===== config.mk =====
export PLATFORM = sky130hd
export DESIGN_NAME = sts_ctl
export DESIGN_NICKNAME = d
export VERILOG_FILES = /design/src/hw/rtl/sts_pkg.sv /design/src/hw/rtl/sts_ctl.sv
export SDC_FILE = /design/constraint.sdc
export NUM_CORES = 1
export LEC_CHECK = 0
export BUFFER_PORTS_ARGS = -buffer_cell sky130_fd_sc_hd__buf_2
export CORE_AREA = 3 3 40 42
export CTS_CLUSTER_SIZE = 40
export DETAILED_ROUTE_END_ITERATION = 10
export DIE_AREA = 0 0 43 45
export SETUP_SLACK_MARGIN = 0.2
export SLEW_MARGIN = 30
export SYNTH_ARGS = -nofsm -noshare
export SYNTH_HDL_FRONTEND = slang
export SYNTH_SLANG_ARGS = --single-unit

===== constraint.sdc =====
create_clock -name clock -period 1.9 [get_ports clock]
set_input_delay 0.38 -clock clock [delete_from_list [all_inputs] [get_ports clock]]
set_output_delay 0.38 -clock clock [all_outputs]
set_load 0.01 [all_outputs]

===== src/hw/rtl/sts_pkg.sv =====
`default_nettype none

package sts_pkg;

   localparam int KEY_W      = 48;
   localparam int HIGH_W     = 56;
   localparam int LOW_W      = 64;
   localparam int INDEX_W    = 16;
   localparam int COUNT_W    = 17;

   localparam logic FUNC_WRITE  = 1'b0;
   localparam logic FUNC_LOOKUP = 1'b1;

   typedef struct packed {
      logic               func;
      logic [INDEX_W-1:0] entry_index;
      logic [KEY_W-1:0]   record_key;
      logic [HIGH_W-1:0]  text_high;
      logic [LOW_W-1:0]   text_low;
   } req_type;

   typedef struct packed {
      logic              found;
      logic [HIGH_W-1:0] result_high;
      logic [LOW_W-1:0]  result_low;
   } rsp_type;

   typedef struct packed {
      logic [KEY_W-1:0]  key;
      logic [HIGH_W-1:0] high;
      logic [LOW_W-1:0]  low;
   } entry_type;

   typedef enum logic [1:0] {
      ST_IDLE,
      ST_CMP_LO,
      ST_CMP_HI,
      ST_CMP_MID
   } ctl_state_type;

   typedef enum logic [1:0] {
      RD_ZERO,
      RD_LO,
      RD_HI,
      RD_MID_OR_NEXT
   } rd_sel_type;

   typedef struct packed {
      logic       write;
      logic       load;
      rd_sel_type rd_sel;
      logic       step;
      logic       finish;
      logic       hit;
   } ctl_cmd_type;

   typedef struct packed {
      logic count_zero;
      logic key_eq;
      logic mid_is_lo;
      logic mid_gt;
      logic bounds_meet;
   } ctl_sts_type;

endpackage

`default_nettype wire


===== src/hw/rtl/sts_ctl.sv =====
`default_nettype none

module sts_ctl
   import sts_pkg::*;
(
   input  wire logic        clock,
   input  wire logic        reset,
   input  wire logic        start,
   input  wire logic        req_func,
   output      logic        busy,
   input  wire ctl_sts_type sts,
   output      ctl_cmd_type cmd
);

   ctl_state_type state_ff;
   ctl_state_type state_in;

   always_ff @(posedge clock) begin
      if (reset) begin
         state_ff <= ST_IDLE;
      end else begin
         state_ff <= state_in;
      end
   end

   always_comb begin
      state_in   = state_ff;
      cmd        = '0;
      cmd.rd_sel = RD_LO;
      busy       = (state_ff != ST_IDLE);
      case (state_ff)
         ST_IDLE: begin
            if (start) begin
               if (req_func == FUNC_WRITE) begin
                  cmd.write = 1'b1;
               end else begin
                  cmd.load   = 1'b1;
                  cmd.rd_sel = RD_ZERO;
                  if (sts.count_zero) begin
                     cmd.finish = 1'b1;
                  end else begin
                     state_in = ST_CMP_LO;
                  end
               end
            end
         end
         ST_CMP_LO: begin
            if (sts.key_eq) begin
               cmd.finish = 1'b1;
               cmd.hit    = 1'b1;
               state_in   = ST_IDLE;
            end else begin
               cmd.rd_sel = RD_HI;
               state_in   = ST_CMP_HI;
            end
         end
         ST_CMP_HI: begin
            if (sts.key_eq) begin
               cmd.finish = 1'b1;
               cmd.hit    = 1'b1;
               state_in   = ST_IDLE;
            end else if (sts.mid_is_lo) begin
               cmd.finish = 1'b1;
               state_in   = ST_IDLE;
            end else begin
               cmd.rd_sel = RD_MID_OR_NEXT;
               state_in   = ST_CMP_MID;
            end
         end
         ST_CMP_MID: begin
            // narrow the bounds and fetch the new start key in the same cycle
            cmd.step   = 1'b1;
            cmd.rd_sel = RD_MID_OR_NEXT;
            if (sts.bounds_meet) begin
               cmd.finish = 1'b1;
               state_in   = ST_IDLE;
            end else begin
               state_in = ST_CMP_LO;
            end
         end
         default: begin
            state_in = ST_IDLE;
         end
      endcase
   end

`ifndef SYNTHESIS
   a_busy_ends_with_finish: assert property (@(posedge clock) disable iff (reset)
      $fell(busy) |-> $past(cmd.finish))
      else $error("search ended without a response");

   a_hit_needs_match: assert property (@(posedge clock) disable iff (reset)
      (cmd.finish && cmd.hit) |-> sts.key_eq)
      else $error("hit reported without a key match");

   a_write_no_response: assert property (@(posedge clock) disable iff (reset)
      (start && !busy && req_func == FUNC_WRITE) |-> (!cmd.finish && !cmd.load))
      else $error("write request started a lookup");
`endif

endmodule

`default_nettype wire


==> summary.md, run 1 <==
| Metric | Value |
|---|---|
| Asr flop ratio synth | `0%` |
| Final worst setup slack | `132.7 ps` |
| Area growth syn-to-layout | `92.20%` |
| Pwr dens | `637.5 nW/um2` |
| Clock tree sinks | `2` |
| Number of synthesized flops with an enable pin | `0` |
| Number of diodes | `0` |
| Top cells by area, synth | `ha_1 (20%), dfxtp_1 (16%), inv_1 (8.8%)` |
| Vias in the first global route | `321` |
| Worst reg2reg path depth | `8` |
| Largest Register | `state_ff` |
| Site row count | `13` |
| Setup TNS after final layout | `0 ps` |
| Vias | `309` |
| Mapped Nets | `44` |
| H-tree Lvls | `1` |
| First drt pass iteration count | `3` |
| Post-DR wirelength/cell | `11.14 um` |
| Worst path cell trace | `inv_4, ha_4, a22oi_1, a21oi_2, a21o_1, buf_2` |
| Hold path depth | `2` |
| Crit Path Class | `reg -> out` |
| Mapped Area | `256.5 um2` |
| CP Capture Type | `output pin` |
| Layout Skew | `0.02069 ps` |
| CTS clk-pin slew, worst paths | `30 ps` |
| Fillers | `129` |
| Reg area | `47.55 um2` |
| Area post-placement | `346.6 um2` |
| Max-cap violations | `0` |
| Initial DRC Count | `4` |
| CP Data Required Time | `1520 ps` |
| LEAKAGE | `0.2322 nW` |
| Max Slew Vio Count | `0` |
| Initial Util | `19.96%` |
| Cells after Synth | `31` |
| Unique masters post-synth | `19` |
| Die Area | `1935 um2` |
| Synth warn | `0` |
| Synth cell count leaders | `inv_1 (6), ha_1 (4)` |
| Maximum vdd ir drop | `0.1918 mV` |
| Largest regs | `state_ff (2)` |
| Critical-path maximum fanout | `4` |
| Final Cycle Share | `93.02%` |
| Max-slew headroom | `82.87%` |
| Share of cells above drive strength 1 | `72.73%` |
| Final min period | `1767 ps` |
| Final hold vios | `0` |
| Final setup vio count | `0` |
| Crit-path max cell delay | `350 ps` |
| CP arrival | `1390 ps` |
| Fin Hold WS | `341.1 ps` |
| GPL Wtd Cong | `0.7011` |
| Die Ht | `45 um` |
| Worst Tran Pin Value | `257.0 ps` |
| Dpl hpwl | `531.7 um` |
| I/O Buffers | `15` |
| Post-route DRC | `0` |
| Total wire length | `780 um` |
| Top achievable clock speed | `0.5658 GHz` |
| Register bit count reported by yosys | `2` |
| GRT Util Overall | `9.129%` |
| Clock tree buffer depth | `2` |
| Core Region | `1285 um2` |
| Routed Antenna Nets | `0` |
| Worst slack at placement | `136.9 ps` |
| Worst-skew pair later-pin latency | `220 ps` |
| First-pass GRT wire length | `1317 um` |
| Finished Cell Area | `493.0 um2` |
| IO Pins | `17` |
| Largest net degree at the start of global routing | `6` |
| CTS tree | `built` |
| RSZ-0062 raised after global routing | `true` |
| Initial antenna violation count | `0` |
| Area of the multi-input gates | `249.0 um2` |
| Vias/cell | `4.414` |
| Area leader, netlist | `ha_1` |
| Register area share after synthesis | `15.61%` |
| CP Launch Type | `register` |
| CTS Buf Count | `3` |
| Ys flop type | `dfxtp_1` |
| Max reg flops | `2` |
| Mapped Avg Cell Area | `8.274 um2` |
| Min-Delay Path Class | `in -> reg` |
| Hold Buf Count CTS | `0` |
| Top cell type's share of synthesized area | `19.51%` |
| GR Overflow Total | `0` |
| Width of the die | `43 um` |
| Tot Pwr | `314.3 uW` |
| Final net count | `70` |
| Root Buffer | `clkbuf_4` |
| Most common cell in the netlist | `inv_1` |
| Critical path's slowest cell | `dfxtp_4` |
| Status | `finished, final reports clean` |
-- cells in the final DEF, fill, tap and decap left out --
master	count
buf_2	15
buf_4	7
inv_1	4
ha_4	3
clkbuf_4	3
inv_4	2
nor2_1	2
dfxtp_4	2
nor2b_4	1
o211ai_1	1
o21ai_1	1
and2_1	1
nand2_1	1
and3_2	1
o21ai_2	1
a22oi_1	1
a21oi_2	1
a21o_1	1
a2111oi_4	1
nand3b_1	1
a221oi_2	1
a311oi_2	1
nand3_1	1
a21oi_1	1
ha_2	1
-- stage by stage --
stage | std cells | utilization [%]
floorplan | 31 | -
global placement | 61 | 26.97
detailed placement | 61 | 26.97
CTS | 69 | 36.22
global route | 70 | 38.36
finish | 70 | 38.36
-- cell families (layout without fill, tap and decap cells) --
| group | Yosys count | after routing | synth area share, % |
|---|---|---|---|
| adders and majority gates | 4 | 4 | 19.51 |
| AOI/OAI and AO/OA | 10 | 10 | 31.71 |
| buffers and inverters | 7 | 31 | 13.17 |
| and+or+nand+nor | 8 | 8 | 20.00 |
| DFF | 2 | 2 | 15.61 |
-- critical path, delay by kind of cell (launching register included) --
family	cells	cell delay [ps]
adder cells (fa/ha/maj)	1	170
AO/OA/AOI/OAI	3	470
buffers and inverters	2	180
flip-flops	1	350
-- power breakdown --
| part | switching, mW | internal, mW |
|---|---|---|
| clock | 0.0204 | 0.0693 |
| combinational | 0.0824 | 0.0868 |
| sequential | 0.00694 | 0.0484 |
-- area by class of cell --
cell class	count	area share (%)
tap	15	3.807
inverter	6	5.584
clock buffer	3	4.569
timing repair buffer	22	25.89
multi-input combinational	22	50.51
sequential	2	9.645
-- per-layer routing --
layer  up-vias  track usage (%)  wire (um)
li1        159                -          -
met1       138            8.831        305
met2        12            18.26        408
met3         0            2.390         66
met4         0            3.614          0
met5         -                0          0
-- repair_timing --
action	4_1_cts	5_1_grt
resized for setup	17	5
setup endpoints to repair	5	4
gates cloned	0	0
setup buffers	5	1
pin swaps	2	1
-- path summary, 6_finish.rpt --
| check | startpoint | to | slack, ps |
|---|---|---|---|
| setup / recovery | state_ff[0] | cmd[1] | 130 |
| hold / removal | reset | state_ff[1] | 340 |
| setup reg to reg | state_ff[0] | state_ff[1] | 480 |
| hold reg to reg | state_ff[1] | state_ff[1] | 520 |
No activity file was read; power rests on OpenSTA's default activity.
==> run 2: changes to the inputs <==
--- a/config.mk
+++ b/config.mk
@@ -5,11 +5,13 @@
 export SDC_FILE = /design/constraint.sdc
 export NUM_CORES = 1
 export LEC_CHECK = 0
+export ABC_AREA = 1
 export BUFFER_PORTS_ARGS = -buffer_cell sky130_fd_sc_hd__buf_2
 export CORE_AREA = 3 3 40 42
 export CTS_CLUSTER_SIZE = 40
 export DETAILED_ROUTE_END_ITERATION = 10
 export DIE_AREA = 0 0 43 45
+export REMOVE_ABC_BUFFERS = 1
 export SETUP_SLACK_MARGIN = 0.2
 export SLEW_MARGIN = 30
 export SYNTH_ARGS = -nofsm -noshare
==> summary.md, run 2 <==
| Metric | Value |
|---|---|
| Status | `finished, final reports clean` |
| Share of cells above drive strength 1 | `45.00%` |
| Clock tree buffer depth | `2` |
| Max-slew headroom | `88.91%` |
| Synth cell count leaders | `nand2_1 (12), inv_1 (7), ha_1 (4), nand3_1 (4), nor2_1 (4)` |
| CP arrival | `1250 ps` |
| Ys flop type | `dfxtp_1` |
| GRT Util Overall | `7.066%` |
| Max reg flops | `2` |
| Root Buffer | `clkbuf_4` |
| CP Launch Type | `register` |
| Vias in the first global route | `289` |
| Worst-skew pair later-pin latency | `220 ps` |
| Final hold vios | `0` |
| Die Ht | `45 um` |
| Largest regs | `state_ff (2)` |
| Max-cap violations | `0` |
| Min-Delay Path Class | `in -> reg` |
| Final min period | `1626 ps` |
| Site row count | `13` |
| Pwr dens | `682.9 nW/um2` |
| First-pass GRT wire length | `1028 um` |
| GPL Wtd Cong | `0.6710` |
| Setup slack, reg-to-reg | `900 ps` |
| Cells after Synth | `42` |
| Top achievable clock speed | `0.6152 GHz` |
| Initial DRC Count | `2` |
| Area growth syn-to-layout | `56.06%` |
| Worst Tran Pin Value | `165.1 ps` |
| Asr flop ratio synth | `0%` |
| CTS clk-pin slew, worst paths | `30 ps` |
| Synth warn | `0` |
| Number of synthesized flops with an enable pin | `0` |
| Number of diodes | `0` |
| R2r endpoint | `state_ff[0]` |
| Register bit count reported by yosys | `2` |
| Fillers | `153` |
| Core Region | `1285 um2` |
| Min-Delay Endpoint | `state_ff[1]` |
| Largest net degree at the start of global routing | `8` |
| Final Cycle Share | `85.56%` |
| Layout Skew | `2.986 ps` |
| Worst reg2reg path startpoint | `state_ff[0]` |
| Most common cell in the netlist | `nand2_1` |
| I/O Buffers | `15` |
| Vias | `292` |
| Total wire length | `628 um` |
| Post-DR wirelength/cell | `8.373 um` |
| IO Pins | `17` |
| Most frequent cells in the layout | `buf_2 (15), nand2_1 (12), inv_1 (5)` |
| Unique masters post-synth | `12` |
| Largest Register | `state_ff` |
| Area leader, netlist | `ha_1` |
| Commonest non-fill, non-tap cell in the layout | `buf_2` |
| Critical-path maximum fanout | `3` |
| Initial antenna violation count | `0` |
| Finished Cell Area | `386.6 um2` |
| GR Overflow Total | `0` |
| Clock tree sinks | `2` |
| First drt pass iteration count | `2` |
| Dpl hpwl | `500.8 um` |
| Mapped Area | `247.7 um2` |
| Initial Util | `19.28%` |
| H-tree Lvls | `1` |
| Hold path depth | `2` |
| Top cells by area, synth | `ha_1 (20%), nand2_1 (18%), dfxtp_1 (16%)` |
| Top cell type's share of synthesized area | `20.20%` |
| Die Area | `1935 um2` |
| Vias/cell | `3.893` |
| Routed Antenna Nets | `0` |
| HP Start | `reset` |
| Maximum vdd ir drop | `0.2400 mV` |
| CTS tree | `built` |
| CP Data Required Time | `1520 ps` |
| Max Slew Vio Count | `0` |
| Final worst setup slack | `274.4 ps` |
| Post-CTS Setup Repair Bufs | `0` |
| Crit Path Class | `reg -> out` |
| CTS Buf Count | `3` |
| CP Capture Type | `output pin` |
| LEAKAGE | `0.2237 nW` |
| Setup TNS after final layout | `0 ps` |
| Width of the die | `43 um` |
| Post-route DRC | `0` |
| RSZ-0062 raised after global routing | `true` |
| Register area share after synthesis | `16.16%` |
| Area post-placement | `341.6 um2` |
| Worst slack at placement | `375.1 ps` |
| Final setup vio count | `0` |
| Worst reg2reg path depth | `5` |
| Mapped Avg Cell Area | `5.899 um2` |
| Final net count | `75` |
-- run 2: cell count changes after synthesis, sizes merged, moves of 2 or more --
cell | before | now
inv | 6 | 8
nand2 | 1 | 13
nand3 | 1 | 4
nor2 | 2 | 5
-- run 2: critical path, cell delays in order, from the launching register on --
cell     delay, ps
dfxtp_4        350
inv_4           60
ha_2           190
nand2_1         70
nand2_1         70
nand2_1         60
o21ai_0         70
buf_2          150
-- run 2: metal layers --
layer  vias up  global-route usage, %  part of all wire [%]
met2         8                  12.57                    48
met3         0                  1.195                   6.2
met4         0                  5.422                     0
met5         -                      0                     0
li1        166                      -                     -
met1       118                  7.434                    45
-- run 2: metrics by stage --
| step | utilization [%] | instances | hold WS, ps | power [mW] |
|---|---|---|---|---|
| 5_1_grt | 30.09 | 75 | 321.4 | 0.2910 |
| 3_5_place_dp | 26.58 | 72 | 519.8 | 0.1592 |
| 4_1_cts | 28.63 | 75 | 322.8 | 0.2603 |
| 2_1_floorplan | - | 42 | 449.1 | 0.1214 |
| 6_report | 30.09 | 75 | 322.6 | 0.2640 |
| 3_3_place_gp | 26.58 | 72 | 518.9 | 0.1589 |
-- run 2: power by group --
part           internal, mW  switching (mW)
sequential           0.0494         0.00685
combinational        0.0513          0.0645
clock                0.0696          0.0224
total                 0.170          0.0937
-- run 2: what timing repair did --
action,in CTS,in global routing
endpoints found under the hold margin,0,0
hold buffers,0,0
gates resized for setup,2,7
gates cloned,0,0
pin swaps,0,1
endpoints found under the setup margin,4,4
-- run 2: cells by family (layout without fill, tap and decap cells) --
family,count (synthesis),count (layout),share of synthesized area (%)
adders and majority gates,4,4,20.20
and+or+nand+nor,23,23,41.41
AOI/OAI and AO/OA,5,5,10.10
buffers and inverters,8,26,12.12
DFF,2,2,16.16
-- run 2: worst max path at each step --
| stage | from | to | slack [ps] | depth (start not counted) |
|---|---|---|---|---|
| after global routing | state_ff[0] | cmd[4] | 180 | 7 |
| after global placement | state_ff[0] | cmd[1] | 360 | 7 |
| after floorplan | state_ff[0] | cmd[3] | 450 | 5 |
| after CTS | state_ff[0] | cmd[1] | 190 | 7 |
| after detailed placement | state_ff[0] | cmd[1] | 380 | 7 |
| final | state_ff[0] | cmd[4] | 270 | 7 |
-- run 2: cell type report --
type	count	area (um2)	share of cell area, %
Inverter	8	32.53	8.414
Clock buffer	3	22.52	5.825
Tap cell	15	18.77	4.854
Sequential cell	2	45.04	11.65
Multi-Input combinational cell	32	192.7	49.84
Timing Repair Buffer	15	75.07	19.42
==> run 3: changes to the inputs <==
--- a/config.mk
+++ b/config.mk
@@ -7,10 +7,14 @@
 export LEC_CHECK = 0
 export ABC_AREA = 1
 export BUFFER_PORTS_ARGS = -buffer_cell sky130_fd_sc_hd__buf_2
+export CELL_PAD_IN_SITES_DETAIL_PLACEMENT = 0
+export CELL_PAD_IN_SITES_GLOBAL_PLACEMENT = 1
 export CORE_AREA = 3 3 40 42
 export CTS_CLUSTER_SIZE = 40
 export DETAILED_ROUTE_END_ITERATION = 10
 export DIE_AREA = 0 0 43 45
+export MAX_ROUTING_LAYER = met4
+export PLACE_DENSITY_LB_ADDON = 0.1
 export REMOVE_ABC_BUFFERS = 1
 export SETUP_SLACK_MARGIN = 0.2
 export SLEW_MARGIN = 30
==> summary.md, run 3 (synthesis results as in run 2) <==
| Metric | Value |
|---|---|
| Worst path cell trace | `inv_2, ha_1, nand2_1, nand2_1, nand2_1, o21ai_1, buf_2` |
| Die Ht | `45 um` |
| Most frequent cells in the layout | `buf_2 (15), nand2_1 (12), inv_1 (5)` |
| CP Capture Type | `output pin` |
| Crit Path Class | `reg -> out` |
| Setup TNS after final layout | `0 ps` |
| Final min period | `1603 ps` |
| CP Data Required Time | `1520 ps` |
| Worst Tran Pin Value | `199.9 ps` |
| Die Area | `1935 um2` |
| GR Overflow Total | `0` |
| Logic pwr share | `47.9%` |
| Clock tree sinks | `2` |
| Top cell by count, worst path | `nand2_1` |
| Commonest non-fill, non-tap cell in the layout | `buf_2` |
| Share of cells above drive strength 1 | `46.77%` |
| Largest Register | `state_ff` |
| Final hold vios | `0` |
| CP arrival | `1220 ps` |
| Initial Util | `19.28%` |
| Switching part of the total | `35.85%` |
| Critical path's slowest cell | `dfxtp_4` |
| H-tree Lvls | `1` |
| CP Launch Type | `register` |
| Largest net degree at the start of global routing | `8` |
| Status | `finished, final reports clean` |
| Min-Delay Path Class | `in -> reg` |
| Largest regs | `state_ff (2)` |
| Reg power frac | `19.5%` |
| CTS clk-pin slew, worst paths | `30 ps` |
| Routed Antenna Nets | `0` |
| Final Cycle Share | `84.35%` |
| HP Start | `reset` |
| Max Slew Vio Count | `0` |
| Top achievable clock speed | `0.6239 GHz` |
| Pwr dens | `680.6 nW/um2` |
| Max-cap violations | `0` |
| GPL Wtd Cong | `0.6868` |
| Core Region | `1285 um2` |
| Worst reg2reg path startpoint | `state_ff[0]` |
| Max reg flops | `2` |
| Vias | `312` |
| Initial antenna violation count | `0` |
| Dpl hpwl | `557.2 um` |
| Site row count | `13` |
| CP top delay family | `flip-flops` |
| First-pass GRT wire length | `1117 um` |
| CTS Buf Count | `3` |
| Worst-skew pair later-pin latency | `220 ps` |
| R2r endpoint | `state_ff[0]` |
| CP bufs+invs | `2` |
| Hold Buf Count CTS | `0` |
| Tot Pwr | `280.1 uW` |
| Fin Hold WS | `320.7 ps` |
| Initial DRC Count | `2` |
| Number of diodes | `0` |
| IO Pins | `17` |
| Width of the die | `43 um` |
| Layout Skew | `1.862 ps` |
| Post-DR wirelength/cell | `8.909 um` |
| GRT Util Overall | `8.041%` |
| RSZ-0062 raised after global routing | `true` |
| Total wire length | `686 um` |
| Area growth syn-to-layout | `66.16%` |
| Critical-path maximum fanout | `4` |
| LEAKAGE | `0.2339 nW` |
| First drt pass iteration count | `4` |
| Min-Delay Endpoint | `state_ff[1]` |
| CTS tree | `built` |
| Final setup vio count | `0` |
| Worst slack at placement | `296.7 ps` |
| Pint | `179.7 uW` |
| Maximum vdd ir drop | `0.3702 mV` |
| P_sw | `100.4 uW` |
| Vias in the first global route | `278` |
| Clk network pwr share | `32.6%` |
| Final worst setup slack | `297.3 ps` |
| Final net count | `77` |
| Max-slew headroom | `86.53%` |
| Hold path depth | `2` |
| Post-route DRC | `0` |
| Clock tree buffer depth | `2` |
| Setup slack, reg-to-reg | `770 ps` |
| I/O Buffers | `15` |
| Crit-path max cell delay | `360 ps` |
| Worst reg2reg path depth | `7` |
| Root Buffer | `clkbuf_4` |
| Vias/cell | `4.052` |
## run 3: changes by cell type in the layout (fill, tap and decap cells not counted)
| cell | previous run | this run |
|---|---|---|
| buf_4 | 0 | 2 |
| ha_4 | 1 | 2 |
| ha_2 | 1 | 0 |
| o21ai_1 | 0 | 1 |
| o21ai_0 | 3 | 2 |
## run 3: power groups by stage
stage	Sequential, mW	Combinational, mW	Clock [mW]
2_1_floorplan	0.0513	0.0701	0
3_3_place_gp	0.0522	0.113	0
3_5_place_dp	0.0525	0.110	0
4_1_cts	0.0538	0.121	0.0968
5_1_grt	0.0556	0.153	0.102
6_report	0.0546	0.134	0.0913
## run 3: what timing repair did
action | in CTS | in global routing
endpoints found under the setup margin | 4 | 3
pin swaps | 0 | 1
buffers inserted | 0 | 2
resized for setup | 5 | 6
hold endpoints to repair | 0 | 0
## run 3: worst max path at each step
stage / start / depth (start not counted) / end / slack (ps)
floorplan: state_ff[0] / 5 / cmd[3] / 450
global placement: state_ff[0] / 7 / cmd[1] / 280
detailed placement: state_ff[0] / 7 / cmd[1] / 300
CTS: state_ff[0] / 7 / cmd[4] / 210
global route: state_ff[1] / 7 / cmd[4] / 190
finish: state_ff[1] / 7 / cmd[4] / 300
## run 3: cell type report
| cell class | instances | area, um2 |
|---|---|---|
| sequential | 2 | 45.04 |
| timing repair buffer | 17 | 90.09 |
| fill | 148 | 873.3 |
| clock buffer | 3 | 22.52 |
| tap | 15 | 18.77 |
| multi-input combinational | 32 | 202.7 |
| inverter | 8 | 32.53 |
## run 3: per-layer routing
layer / routed length (um) / part of all wire (%) / vias to the layer above / GRT usage (%)
met2: 307 / 45 / 9 / 10.48
met1: 321 / 47 / 132 / 10.05
li1: - / - / 171 / -
met4: 0 / 0 / 0 / 3.614
met5: 0 / 0 / - / -
met3: 57 / 8.3 / 0 / 4.382
## run 3: per-stage QoR
step | cells | area [um2] | utilization, %
global route | 77 | 411.6 | 32.04
global placement | 72 | 341.6 | 26.58
detailed placement | 72 | 341.6 | 26.58
CTS | 75 | 379.1 | 29.50
floorplan | 42 | 247.7 | -
finish | 77 | 411.6 | 32.04
